`src/hdl/rhc_fifo.sv`:
```
`default_nettype none
module rhc_fifo #(
  parameter type T = logic,
  parameter int DEPTH = 2
) (
  input  wire logic clk,
  input  wire logic rst,
  input  wire logic push,
  input  wire T     din,
  output logic      full,
  input  wire logic pop,
  output T          dout,
  output logic      empty
);

  localparam int PW = (DEPTH > 1) ? $clog2(DEPTH) : 1;
  localparam int CNTW = $clog2(DEPTH + 1);

  T               mem [DEPTH];
  logic [PW-1:0]  wptr;
  logic [PW-1:0]  rptr;
  logic [CNTW-1:0] count;
  logic           do_push;
  logic           do_pop;

  assign full    = (count == CNTW'(DEPTH));
  assign empty   = (count == '0);
  assign do_push = push && !full;
  assign do_pop  = pop && !empty;
  assign dout    = mem[rptr];

  // storage
  always_ff @(posedge clk) begin
    if (do_push) begin
      mem[wptr] <= din;
    end
  end

  // pointers and fill level
  always_ff @(posedge clk) begin
    if (rst) begin
      wptr  <= '0;
      rptr  <= '0;
      count <= '0;
    end else begin
      if (do_push) begin
        wptr <= (wptr == PW'(DEPTH - 1)) ? '0 : wptr + 1'b1;
      end
      if (do_pop) begin
        rptr <= (rptr == PW'(DEPTH - 1)) ? '0 : rptr + 1'b1;
      end
      if (do_push && !do_pop) begin
        count <= count + 1'b1;
      end else if (do_pop && !do_push) begin
        count <= count - 1'b1;
      end
    end
  end

endmodule
`default_nettype wire

```
`config.mk`:
```
export PLATFORM = sky130hd
export DESIGN_NAME = rhc_fifo
export DESIGN_NICKNAME = d
export VERILOG_FILES = /design/src/hdl/rhc_fifo.sv
export SDC_FILE = /design/constraint.sdc
export NUM_CORES = 1
export LEC_CHECK = 0
export ABC_AREA = 1
export BUFFER_PORTS_ARGS = -buffer_cell sky130_fd_sc_hd__buf_2
export CORE_AREA = 10 10 47 49
export CTS_BUF_LIST = sky130_fd_sc_hd__clkbuf_2
export CTS_CLUSTER_SIZE = 12
export DETAILED_ROUTE_END_ITERATION = 16
export DIE_AREA = 0 0 57 59
export PLACE_DENSITY = 0.51
export SLEW_MARGIN = 10
export SYNTH_ARGS = -nofsm -noshare
export SYNTH_HDL_FRONTEND = slang
export SYNTH_SLANG_ARGS = --single-unit
```
`constraint.sdc`:
```
create_clock -name clk -period 2.66 [get_ports clk]
set_input_delay 0.133 -clock clk [delete_from_list [all_inputs] [get_ports clk]]
set_output_delay 0.133 -clock clk [all_outputs]
set_load 0.01 [all_outputs]
```
==> Implementation_results.wiki <==
{| class="wikitable"
! Metric !! Value
|-
| Post-Route Skew || ~8.8 ps
|-
| Max frequency || 0.712 GHz
|-
| Maximum level of the CTS H-tree || 1
|-
| Slowest Stage Delay on Critical Path || around 400 ps
|-
| Part of the power in the clock network || 19.7%
|-
| Boundary Pins || 8
|-
| Sequential cell area fraction in the yosys report || 49.4%
|-
| Worst-Margin Slew || 246 ps
|-
| Internal power || 250 uW
|-
| Launching element type of the critical path || flip-flop
|-
| Proportion of synthesized area in mux cells || 3.47%
|-
| Critical path data required time || 2840 ps
|-
| Diodes inserted || 0
|-
| Worst setup EP type || flip-flop
|-
| Pin count of the biggest net entering global routing || 7
|-
| Wire length of the first global-routing pass || 1.05 mm
|-
| Period minus WS final || 1400 ps
|-
| Number of DRC markers in iteration 0 || 3
|-
| Count of cell types in the netlist || 16
|-
| Finished Cell Area || 399 um^2
|-
| Hpwl dp || ~470 um
|-
| Wire per inst || 8.90 um
|-
| Fraction of the mapped netlist area in simple logic gates || a little over a fifth
|-
| DRC Markers || 0
|-
| Fraction of synthesized cell area in xor and xnor cells || 0%
|-
| CTS tree || yes
|-
| Gr ovfl total || 0
|-
| Standard cell area after detailed placement || 379 um^2
|-
| Multi-input gate area || 130 um^2
|-
| Slack of the worst reg-to-reg path || 1260 ps
|-
| Num rows || 14
|-
| Commonest cells after routing, fill and taps aside || sky130_fd_sc_hd__nor2_1 (9), sky130_fd_sc_hd__buf_2 (7), sky130_fd_sc_hd__inv_1 (6)
|-
| Area enclosed by the die boundary || 3360 um^2
|-
| Hold Vio Cnt, Final || 0
|-
| Number of synthesized register bits || 7
|-
| Synthesized cell area || 324 um^2
|-
| Resize count post-CTS || 0
|-
| Most frequent standard cell in the layout excluding fill and tap cells || sky130_fd_sc_hd__nor2_1
|-
| Effective utilization at floorplan || a little under a quarter
|-
| Total leakage power || ~0.19 nW
|-
| Worst VDD drop || between 0.3 and 0.4 mV
|-
| Net Sw Frac || 38.9%
|-
| Number of endpoints failing setup at the final stage || 0
|-
| Compound-gate portion of the synthesized area || a little under an eighth
|-
| Final ANT Viol Nets || 0
|-
| Setup_tns || 0 ps
|-
| Layout Area Growth over Synthesis || 23.2%
|-
| Share of cells above drive strength 1 || a little over a third
|-
| Sequential share of power || 41.1%
|-
| Total core area || 1400 um^2
|-
| Final max-slew violation count || 0
|-
| Vias in the first global route || 285
|-
| Logic pwr share || 39.2%
|-
| Aggregate routed wire length || 596 um
|-
| Net switching power figure || 159 uW
|-
| Standard cell with the maximum stage delay on the critical path || sky130_fd_sc_hd__dfxtp_1
|-
| Port-buffer cells || 7
|-
| Critical-path cell list || inv_2 -> o21ai_2 -> inv_2 -> ha_1 -> inv_1 -> nand3_1 -> nand2_1 -> inv_1 -> nor2_1
|-
| Crit Path Category || flip-flop to flip-flop
|-
| Remaining max-slew budget at the tightest pin || between 80% and 90%
|-
| Area occupied by registers || roughly 160 um^2
|-
| Length of the first detailed-routing pass in iterations || 3
|-
| Number of buffers on the longest clock path || 2
|-
| Width of the chip || 57 um
|-
| Worst-Skew Late Latency || 230 ps
|-
| Yosys warning count || 0
|-
| Hold crit path type || primary input to flip-flop
|-
| Post-synthesis adder-cell area fraction || 3.86%
|-
| Final nets || between 50 and 60
|-
| Number of nets produced by synthesis || 46
|-
| Total of fill cells in the finished design || 163
|-
| Root buffer cell || sky130_fd_sc_hd__clkbuf_2
|-
| Total global-route track usage || around 4.2%
|-
| Dominant combinational cell family by area after synthesis || simple AND/OR/NAND/NOR gates
|-
| Antenna violations before repair || 0
|-
| DR vias/cell || 4.01
|-
| # clock sinks || 7
|-
| Die extent in y || 59 um
|-
| Clk slew on worst S/H paths || 80 ps
|-
| RePlAce Congestion || 0.724
|-
| Total CTS buffers || 3
|-
| Post-CTS repair timing setup buffer count || 0
|-
| Crit Path Max Fanout || 4
|-
| Vias after detailed routing || 269
|-
| Post-synthesis cell count || 40
|-
| Total of max-cap violations || 0
|-
| Unrepaired setup endpoints after global routing || false
|-
| Result of the run || completed
|-
| Data arrival, critical path || 1580 ps
|-
| Hold buffer count at CTS || 0
|-
| Period Utilization, post-route || 52.8%
|-
| Syn Area/Cell || 8.10 um^2
|-
| Total power per unit cell area || 1020 nW/um^2
|}
worst max-delay path, delay by kind of cell (launching register included):
kind / cells / cell delay [ps]
DFF: 1 / 400
AOI/OAI and AO/OA: 1 / 190
and+or+nand+nor: 3 / 220
adders and majority gates: 1 / 300
buffers and inverters: 4 / 240
area by class of cell:
type	instances	area share, %
Clock buffer	4	5.02
Multi-Input combinational cell	24	32.6
Timing Repair Buffer	7	8.78
Sequential cell	7	40.1
Inverter	9	8.46
Tap cell	16	5.02
metal layers:
layer / track usage (%) / up-vias / share of wire, %
met3: 2.58 / 2 / 4.4
li1: - / 147 / -
met4: 4.03 / 0 / 1.8
met5: 0 / - / 0
met2: 6.36 / 6 / 47
met1: 3.70 / 114 / 46
worst paths after layout:
path                                       startpoint               endpoint  depth (start not counted)
worst max-delay path            count[1]$_SDFFE_PP0P_  count[1]$_SDFFE_PP0P_                          9
worst min-delay path                              din       mem[0]$_DFFE_PP_                          1
worst max register to register  count[1]$_SDFFE_PP0P_  count[1]$_SDFFE_PP0P_                          9
worst min register to register      wptr$_SDFFE_PP0N_      wptr$_SDFFE_PP0N_                          2
power by group through the flow:
| stage | Combinational (mW) | Clock, mW | Sequential (mW) |
|---|---|---|---|
| after floorplan | 0.124 | 0 | 0.166 |
| after global placement | 0.165 | 0 | 0.171 |
| after detailed placement | 0.163 | 0 | 0.171 |
| after CTS | 0.164 | 0.0854 | 0.169 |
| after global routing | 0.188 | 0.0926 | 0.174 |
| final | 0.160 | 0.0804 | 0.168 |
cell families (layout without fill, tap and decap cells):
group / count (synthesis) / after routing
AO/OA/AOI/OAI: 6 / 6
AND/OR/NAND/NOR: 16 / 16
buffers and inverters: 9 / 20
flip-flops: 7 / 7
adder cells (fa/ha/maj): 1 / 1
multiplexers: 1 / 1
through the flow:
stage	hold slack (ps)	total power [mW]	instances	util, %	setup slack (ps)
4_1_cts	76.0	0.418	67	28.5	1250
2_1_floorplan	232	0.290	40	-	1370
3_5_place_dp	325	0.334	63	27.1	1270
3_3_place_gp	328	0.336	63	27.1	1280
5_1_grt	69.9	0.454	67	28.5	1100
6_report	90.9	0.409	67	28.5	1260
Yosys cell counts (all sizes together):
master | instances | share of area, %
a21oi | 1 | 1.5
dfxtp | 5 | 31
mux2 | 1 | 3.5
nand3 | 1 | 1.5
nand2 | 4 | 5.4
ha | 1 | 3.9
and2 | 1 | 1.9
inv | 9 | 10
nor2 | 9 | 10
nand4 | 1 | 1.9
edfxtp | 2 | 19
o21ai | 5 | 10
(Power assumes the default switching activity.)
