## src/hdl/rhc_pkg.sv

```systemverilog
`default_nettype none
package rhc_pkg;

  // default sizes
  localparam int BUCKETS_DEF  = 127;
  localparam int ENTRIES_DEF  = 64;
  localparam int REF_BITS_DEF = 16;

  // reset value of the keep time register
  localparam logic [7:0] KEEP_RESET = 8'd5;

  // field widths
  localparam int KEY_W  = 32;
  localparam int BKT_W  = 10;   // enough for the largest bucket count

  // entry flag bits
  localparam int FL_ALLOC  = 0;
  localparam int FL_USABLE = 1;
  localparam int FL_FREE   = 2;

  typedef enum logic [2:0] {
    CMD_FIND    = 3'd0,
    CMD_ADD     = 3'd1,
    CMD_RELEASE = 3'd2,
    CMD_ADDREF  = 3'd3,
    CMD_FLUSH   = 3'd4,
    CMD_TICK    = 3'd5
  } cmd_code_t;

  typedef enum logic [1:0] {
    ST_OK   = 2'd0,
    ST_MISS = 2'd1,
    ST_FULL = 2'd2,
    ST_SAT  = 2'd3
  } status_t;

  typedef enum logic [3:0] {
    BS_INIT,
    BS_IDLE,
    BS_FND_HEAD,
    BS_FND_FIRST,
    BS_FND_EVAL,
    BS_ADD_SCAN,
    BS_ADD_WR,
    BS_RA_RD,
    BS_RA_UPD,
    BS_EMIT,
    BS_SW_HEAD,
    BS_SW_FIRST,
    BS_SW_EVAL,
    BS_SW_END
  } back_state_t;

  // classified request handed from front to back
  typedef struct packed {
    cmd_code_t          command;
    logic [31:0]        key;
    logic [31:0]        service;
    logic [31:0]        payload;
    logic               has_free;
    logic [5:0]         entry_index;
    logic               terminating;
    logic [BKT_W-1:0]   bucket;
  } req_t;

  // one result
  typedef struct packed {
    status_t     status;
    logic [5:0]  index;
    logic [31:0] payload;
    logic        removed;
    logic        call_free;
    logic        last;
  } res_t;

endpackage
`default_nettype wire

```

## src/hdl/rhc_front.sv

```systemverilog
`default_nettype none
module rhc_front #(
  parameter int BUCKETS = rhc_pkg::BUCKETS_DEF
) (
  input  wire logic        clk,
  input  wire logic        rst,
  input  wire logic        push,
  output logic             full,
  input  wire logic [2:0]  command,
  input  wire logic [31:0] key,
  input  wire logic [31:0] service,
  input  wire logic [31:0] payload,
  input  wire logic        has_free,
  input  wire logic [5:0]  entry_index,
  input  wire logic        terminating,
  output logic             q_push,
  output rhc_pkg::req_t    q_din,
  input  wire logic        q_full
);

  // reciprocal of the bucket count, rounded up, scaled by 2^(32 + ceil(log2 BUCKETS))
  localparam int SHIFT = 32 + $clog2(BUCKETS);
  localparam logic [63:0] RECIP = ((64'd1 << SHIFT) + 64'(BUCKETS) - 64'd1) / 64'(BUCKETS);
  localparam logic [15:0] RECIP_LO = RECIP[15:0];
  localparam logic [16:0] RECIP_HI = RECIP[32:16];

  rhc_pkg::req_t             hold;
  logic                      busy;
  logic                      done;
  logic [1:0]                cnt;
  logic [47:0]               prod_lo;
  logic [48:0]               prod_hi;
  logic [64:0]               prod;
  logic [31:0]               quo;
  logic [rhc_pkg::BKT_W-1:0] bkt;
  logic                      known;

  assign full   = busy;
  assign known  = (command <= 3'(rhc_pkg::CMD_TICK));
  assign q_push = busy && done;
  assign prod   = {prod_hi, 16'd0} + 65'(prod_lo);

  always_comb begin
    q_din        = hold;
    q_din.bucket = bkt;
  end

  // accept, classify and compute the bucket
  always_ff @(posedge clk) begin
    if (rst) begin
      busy <= 1'b0;
      done <= 1'b0;
    end else if (!busy) begin
      if (push && known) begin
        busy <= 1'b1;
        done <= 1'b0;
      end
    end else if (!done) begin
      if (cnt == 2'd2) begin
        done <= 1'b1;
      end
    end else if (!q_full) begin
      busy <= 1'b0;
    end
  end

  // payload of the request under work and the bucket by reciprocal multiplication
  always_ff @(posedge clk) begin
    if (!busy) begin
      hold.command     <= rhc_pkg::cmd_code_t'(command);
      hold.key         <= key;
      hold.service     <= service;
      hold.payload     <= payload;
      hold.has_free    <= has_free;
      hold.entry_index <= entry_index;
      hold.terminating <= terminating;
      hold.bucket      <= '0;
      cnt              <= '0;
    end else if (!done) begin
      case (cnt)
        // partial products of key times reciprocal
        2'd0: begin
          prod_lo <= 48'(hold.key) * 48'(RECIP_LO);
          prod_hi <= 49'(hold.key) * 49'(RECIP_HI);
        end
        // quotient
        2'd1: begin
          quo <= 32'(prod >> SHIFT);
        end
        // remainder
        default: begin
          bkt <= rhc_pkg::BKT_W'(hold.key - quo * 32'(BUCKETS));
        end
      endcase
      cnt <= cnt + 1'b1;
    end
  end

endmodule
`default_nettype wire

```

## config.mk

```make
export PLATFORM = sky130hd
export DESIGN_NAME = rhc_front
export DESIGN_NICKNAME = d
export VERILOG_FILES = /design/src/hdl/rhc_pkg.sv /design/src/hdl/rhc_front.sv
export SDC_FILE = /design/constraint.sdc
export NUM_CORES = 1
export LEC_CHECK = 0
export BUFFER_PORTS_ARGS = -buffer_cell sky130_fd_sc_hd__clkbuf_2
export CAP_MARGIN = 20
export CORE_MARGIN = 2
export CORE_UTILIZATION = 50
export DETAILED_ROUTE_END_ITERATION = 8
export PLACE_DENSITY_LB_ADDON = 0.12
export SYNTH_ARGS = -nofsm -noshare
export SYNTH_HDL_FRONTEND = slang
export SYNTH_SLANG_ARGS = --single-unit
```

## constraint.sdc

```tcl
create_clock -name clk -period 12.8 [get_ports clk]
set_clock_uncertainty 0.15 [all_clocks]
set_input_delay 0 -clock clk [delete_from_list [all_inputs] [get_ports clk]]
set_output_delay 0 -clock clk [all_outputs]
set_load 0.005 [all_outputs]
```

==> impl_metrics.json, run 1 <==
{
  "layout_common_cells": "clkbuf_2, ha_1, edfxtp_1, inv_1, dlygate4sd3_1",
  "end_kind": "flop",
  "ys_seq_elements": 188,
  "ios": 230,
  "drt_wl_total_um": 30400,
  "die_h_um": 161,
  "die_x_um": 161,
  "critPathBufInv": 2,
  "total_leakage_power_nw": 7.48,
  "outcome": "finished, final reports clean",
  "grt-ovfl-total": 0,
  "remaining_drc_errors": 0,
  "first_pass_iters": 5,
  "path_delay_family": "adder cells",
  "dp_slack_ns": 8.33,
  "met3_usage_pct": 5.79,
  "final_area_mm2": 0.0157,
  "core_area_mm2": 0.0242,
  "path_cells": "ha_1 > inv_1 > fa_1 > inv_1 > ha_1 > ha_1 > and3_1 > and3_1 > a221o_2 > nor3_4 > o31ai_4 > a21oi_2 > a31oi_2 > and4_4 > xor2_1",
  "cts_tree": "built",
  "regArea_mm2": 0.00561,
  "synthCells": 945,
  "place_area_mm2": 0.0139,
  "cts_max_path_buffers": 2,
  "critPathMaxStageDelay_ns": 0.55,
  "dpl.cell_count": 1501,
  "dieArea_mm2": 0.0259,
  "dp_hpwl_um": 22400,
  "cts_root_buf": "clkbuf_16",
  "synth_nets": 1334,
  "start_util_pct": 50.8,
  "ys_seq_area_share_pct": 45.5,
  "routabilityCongestion": 0.903,
  "syn_area_per_cell_um2": 13.0,
  "cts_buffers": 17,
  "grt_pass1_wl_um": 48100,
  "start_kind": "flop",
  "finalWorstPathRequiredPeriod_ns": 4.50,
  "post_cts_buffers": 0,
  "drt_iter0_markers": 447,
  "grt_antenna_before_repair": 1,
  "critical_path.most_common_cell": "ha_1",
  "finalNetCount": 1696,
  "worst_pin_slew_ns": 1.02,
  "drtAntennaViolNets": 0,
  "synth_flop_cell": "edfxtp_1",
  "vias": 8554,
  "synthToLayoutAreaGrowth_pct": 27.2,
  "peakVddDrop_mv": 0.0906,
  "synthArstFlopShare_pct": 0,
  "cts.sinks": 188,
  "clk_pin_slew_ns": 0.10,
  "synth_warnings": 0,
  "rows": 57,
  "max_slew_margin_pct": 32.0,
  "mostFrequentLayoutCell": "clkbuf_2",
  "cp_max_fo": 4,
  "tns_ns": 0,
  "cp_slowest_cell": "edfxtp_1",
  "grt_max_degree": 86,
  "busiest_layer": "met2",
  "clk_latency_ns": 0.45,
  "crit_required_ns": 12.84,
  "max_cap_violations": 0,
  "via_per_inst": 5.20,
  "period_share_pct": 35.2,
  "drive_gt1_share_pct": 21.2,
  "io_buffer_count": 229,
  "multi_input_area_mm2": 0.00621,
  "finalHoldViolCount": 0,
  "power-per-cell-area_mw_per_mm2": 167,
  "rsz0062_at_grt": "no",
  "arrival_ns": 4.54,
  "post_drt_wl_per_cell_um": 18.5,
  "setup_slack_ns": 8.30,
  "ys_types": 52,
  "path_class": "flop to flop",
  "min_path_type": "primary input to flop",
  "max_freq_mhz": 222,
  "setup_viol": 0,
  "drv_slew": 0,
  "cts_max_level": 4,
  "final_cells": 1646,
  "fillCellCount": 1837,
  "met2_usage_pct": 41.4,
  "grtUsageTotal_pct": 24.4,
  "synth-edff-count": 184,
  "grt_pass1_vias": 9142,
  "globalRouteMet1Util_pct": 30.5,
  "syn-cell-area_mm2": 0.0123
}
==> report_power, final <==
part           switching [W]  internal, W
sequential         0.0000504     0.000824
clock               0.000303     0.000281
combinational       0.000640     0.000527
total               0.000994      0.00163
==> metal layers <==
metal,share of wire (%),wire (um),vias to the layer above
li1,-,-,4110
met1,41,12600,4083
met2,49,14800,292
met3,6.2,1890,69
met4,3.6,1080,0
met5,0,0,-
==> state kept, by name (all words and copies together) (netlist names) <==
| name | cells |
|---|---|
| prod_hi | 31 |
| cnt | 2 |
| bkt | 10 |
| q_din | 107 |
| done | 1 |
| prod_lo | 26 |
| full | 1 |
| quo | 10 |
==> through the flow <==
stage	utilization, %	total power, W	hold slack, ns
final	64.6	0.00263	0.102
after detailed placement	57.3	0.00202	0.0286
after global placement	57.3	0.00201	0.0266
after floorplan	-	0.00171	-0.0809
after global routing	64.6	0.00283	0.103
after CTS	64.6	0.00264	0.0914
==> path summary, 6_finish.rpt <==
kind	slack, ns	from	to	cells past startpoint
worst max-delay path	8.30	q_din[92]	prod_lo[42]	15
worst min register to register	0.38	cnt[1]	cnt[1]	2
worst min-delay path	0.10	payload[23]	q_din[41]	2
worst max register to register	8.30	q_din[92]	prod_lo[42]	15
==> synth_stat cells, types with 4 or more instances <==
master,n,area (um^2)
nor3_1,7,35.0
inv_1,135,507
fa_1,61,1220
nor2_1,32,120
o21bai_1,9,67.6
and3_1,9,56.3
nand2b_1,5,31.3
nand4_1,10,62.6
nand2_1,23,86.3
a21oi_1,52,260
dfxtp_1,4,80.1
xnor2_1,60,526
nand3_1,15,75.1
a31oi_1,5,31.3
xor2_1,17,149
o21ai_0,16,80.1
nor2b_1,8,50.1
edfxtp_1,184,5530
ha_1,217,2720
a21o_1,31,233
==> final cells by class <==
type	instances	area share, %
Tap cell	324	2.59
Multi-Input combinational cell	622	39.6
Clock buffer	17	2.71
Inverter	135	3.25
Antenna cell	2	0.0319
Sequential cell	188	35.8
Timing Repair Buffer	343	14.5
Clock inverter	15	1.47
==> cell families after synthesis <==
logic type | count (synthesis) | share of synthesized area [%]
AO/OA/AOI/OAI | 143 | 7.71
multiplexers | 1 | 0.0813
buffers and inverters | 135 | 4.11
XOR/XNOR | 77 | 5.48
AND/OR/NAND/NOR | 123 | 5.15
flip-flops | 188 | 45.5
adder cells (fa/ha/maj) | 278 | 32.0
==> timing repair <==
action / CTS / global route
hold buffers: 111 / 0
gates resized for setup: 0 / 0
setup endpoints to repair: 0 / 0
hold endpoints to repair: 109 / 0
Note: power is estimated with default switching activity, not from simulation.
==> run 2: changes to the inputs <==
==> constraint.sdc (replaced) <==
create_clock -name clk -period 3.7 [get_ports clk]
set_clock_uncertainty 0.15 [all_clocks]
set_input_delay 0 -clock clk [delete_from_list [all_inputs] [get_ports clk]]
set_output_delay 0 -clock clk [all_outputs]
set_load 0.005 [all_outputs]
==> run 2 against run 1 <==
  * The flow now finishes with violations (setup timing)
  * Largest power group unchanged
  * Via count rose by 8.3%
  * Global-route usage rose by 1.6 points
  * Utilization rose by 10 points
  * Combinational power rose to 5.3 times the previous value
  * Die area did not move
  * Sequential power rose to 3.4 times the previous value
  * Largest cell class unchanged
  * Clock power rose to 3.5 times the previous value
  * Register-to-register slack got worse by 8.6 ns
==> impl_metrics.json, run 2 (synthesis gave the netlist of run 1 again) <==
{
  "dp_hpwl_um": 24000,
  "synthToLayoutAreaGrowth_pct": 47.1,
  "dieArea_mm2": 0.0259,
  "path_class": "flop to flop",
  "finalNetCount": 1868,
  "min_path_type": "primary input to flop",
  "remaining_drc_errors": 0,
  "vias": 9261,
  "finalHoldViolCount": 0,
  "drv_slew": 0,
  "fillCellCount": 1566,
  "grt-ovfl-total": 0,
  "post-route-util_pct": 74.7,
  "max_slew_margin_pct": 65.6,
  "post_drt_wl_per_cell_um": 18.4,
  "end_kind": "flop",
  "total_leakage_power_nw": 8.40,
  "die_x_um": 161,
  "peakVddDrop_mv": 0.383,
  "cts_max_path_buffers": 2,
  "grt_pass1_wl_um": 51100,
  "drt_wl_total_um": 33400,
  "ios": 230,
  "final_area_mm2": 0.0181,
  "grt_pass1_vias": 9788,
  "dp_slack_ns": -0.365,
  "power.total_w": 0.0112,
  "io_buffer_count": 229,
  "mostFrequentLayoutCell": "clkbuf_2",
  "drtAntennaViolNets": 0,
  "drt_iter0_markers": 513,
  "max_freq_mhz": 253,
  "clk_latency_ns": 0.45,
  "finalWorstPathRequiredPeriod_ns": 3.95,
  "regArea_mm2": 0.00561,
  "rows": 57,
  "worst_pin_slew_ns": 0.515,
  "routabilityCongestion": 0.918,
  "cts_buffers": 17,
  "outcome": "finished, violations left",
  "drive_gt1_share_pct": 40.1,
  "first_pass_iters": 5,
  "period_share_pct": 107,
  "via_per_inst": 5.10,
  "max_cap_violations": 0,
  "grt_max_degree": 73,
  "largest_reg_flops": 107,
  "setup_viol": 31,
  "place_area_mm2": 0.0153,
  "cts_tree": "built",
  "rsz0062_at_grt": "yes",
  "start_kind": "flop",
  "die_h_um": 161,
  "cts.sinks": 188,
  "cp_max_fo": 3,
  "clk_pin_slew_ns": 0.09,
  "tns_ns": -3.94,
  "violations": "setup timing",
  "cts_root_buf": "clkbuf_16",
  "grtUsageTotal_pct": 26.0,
  "crit_required_ns": 3.75,
  "arrival_ns": 4.00,
  "grt_antenna_before_repair": 1,
  "setup_slack_ns": -0.254,
  "power-per-cell-area_mw_per_mm2": 617,
  "core_area_mm2": 0.0242,
  "start_util_pct": 50.8,
  "multi_input_area_mm2": 0.00728,
  "layout_common_cells": "clkbuf_2, edfxtp_1, ha_1, buf_4, dlygate4sd3_1",
  "cts_max_level": 4
}
[run 2: stage by stage]
stage	hold WS, ns	std cells
floorplan	-0.0906	945
global placement	0.0175	1643
detailed placement	0.0243	1643
CTS	0.0894	1805
global route	0.0977	1817
finish	0.105	1817
[run 2: path summary, 6_finish.rpt]
path	endpoint	slack (ns)	startpoint	cells past startpoint
worst min-delay path	q_din[39]	0.10	payload[21]	2
worst max register to register	prod_lo[42]	-0.25	q_din[86]	16
worst min register to register	cnt[1]	0.41	cnt[1]	2
worst max-delay path	prod_lo[42]	-0.25	q_din[86]	16
[run 2: worst max-delay path: stages (launching register included)]
cell and delay, ns:
edfxtp_1 0.43, ha_4 0.29, inv_1 0.05, fa_1 0.50
inv_2 0.05, ha_4 0.26, ha_4 0.19, buf_4 0.14
a21oi_2 0.14, nand2_1 0.08, a221o_2 0.34, nor3_4 0.25
o31ai_4 0.15, a21oi_2 0.20, a31oi_2 0.13, and4_4 0.21
xor2_1 0.14
[run 2: timing repair]
action	CTS	global route
buffers inserted	20	13
endpoints found under the setup margin	31	39
resized for setup	54	87
hold endpoints to repair	109	0
hold buffers	111	0
pin swaps	68	75
gates cloned	0	0
[run 2: power by group]
group	total [W]	switching (W)	leakage [nW]	internal, W
clock network	0.00202	0.00105	0.314	0.000967
logic	0.00618	0.00298	6.25	0.00320
registers	0.00298	0.000133	1.84	0.00285
total	0.0112	0.00416	8.40	0.00701
[run 2: cell type report]
cell class	count	share of cell area [%]
tap	324	2.24
timing repair buffer	515	20.1
sequential	188	31.0
clock buffer	17	2.35
inverter	135	2.85
antenna	1	0.0138
clock inverter	15	1.25
multi-input combinational	622	40.2
[run 2: per-layer routing]
| metal | track usage [%] | share of wire [%] |
|---|---|---|
| met5 | 0 | 0 |
| met4 | 8.77 | 2.4 |
| met3 | 5.27 | 5.4 |
| met2 | 44.7 | 50 |
| met1 | 33.0 | 43 |
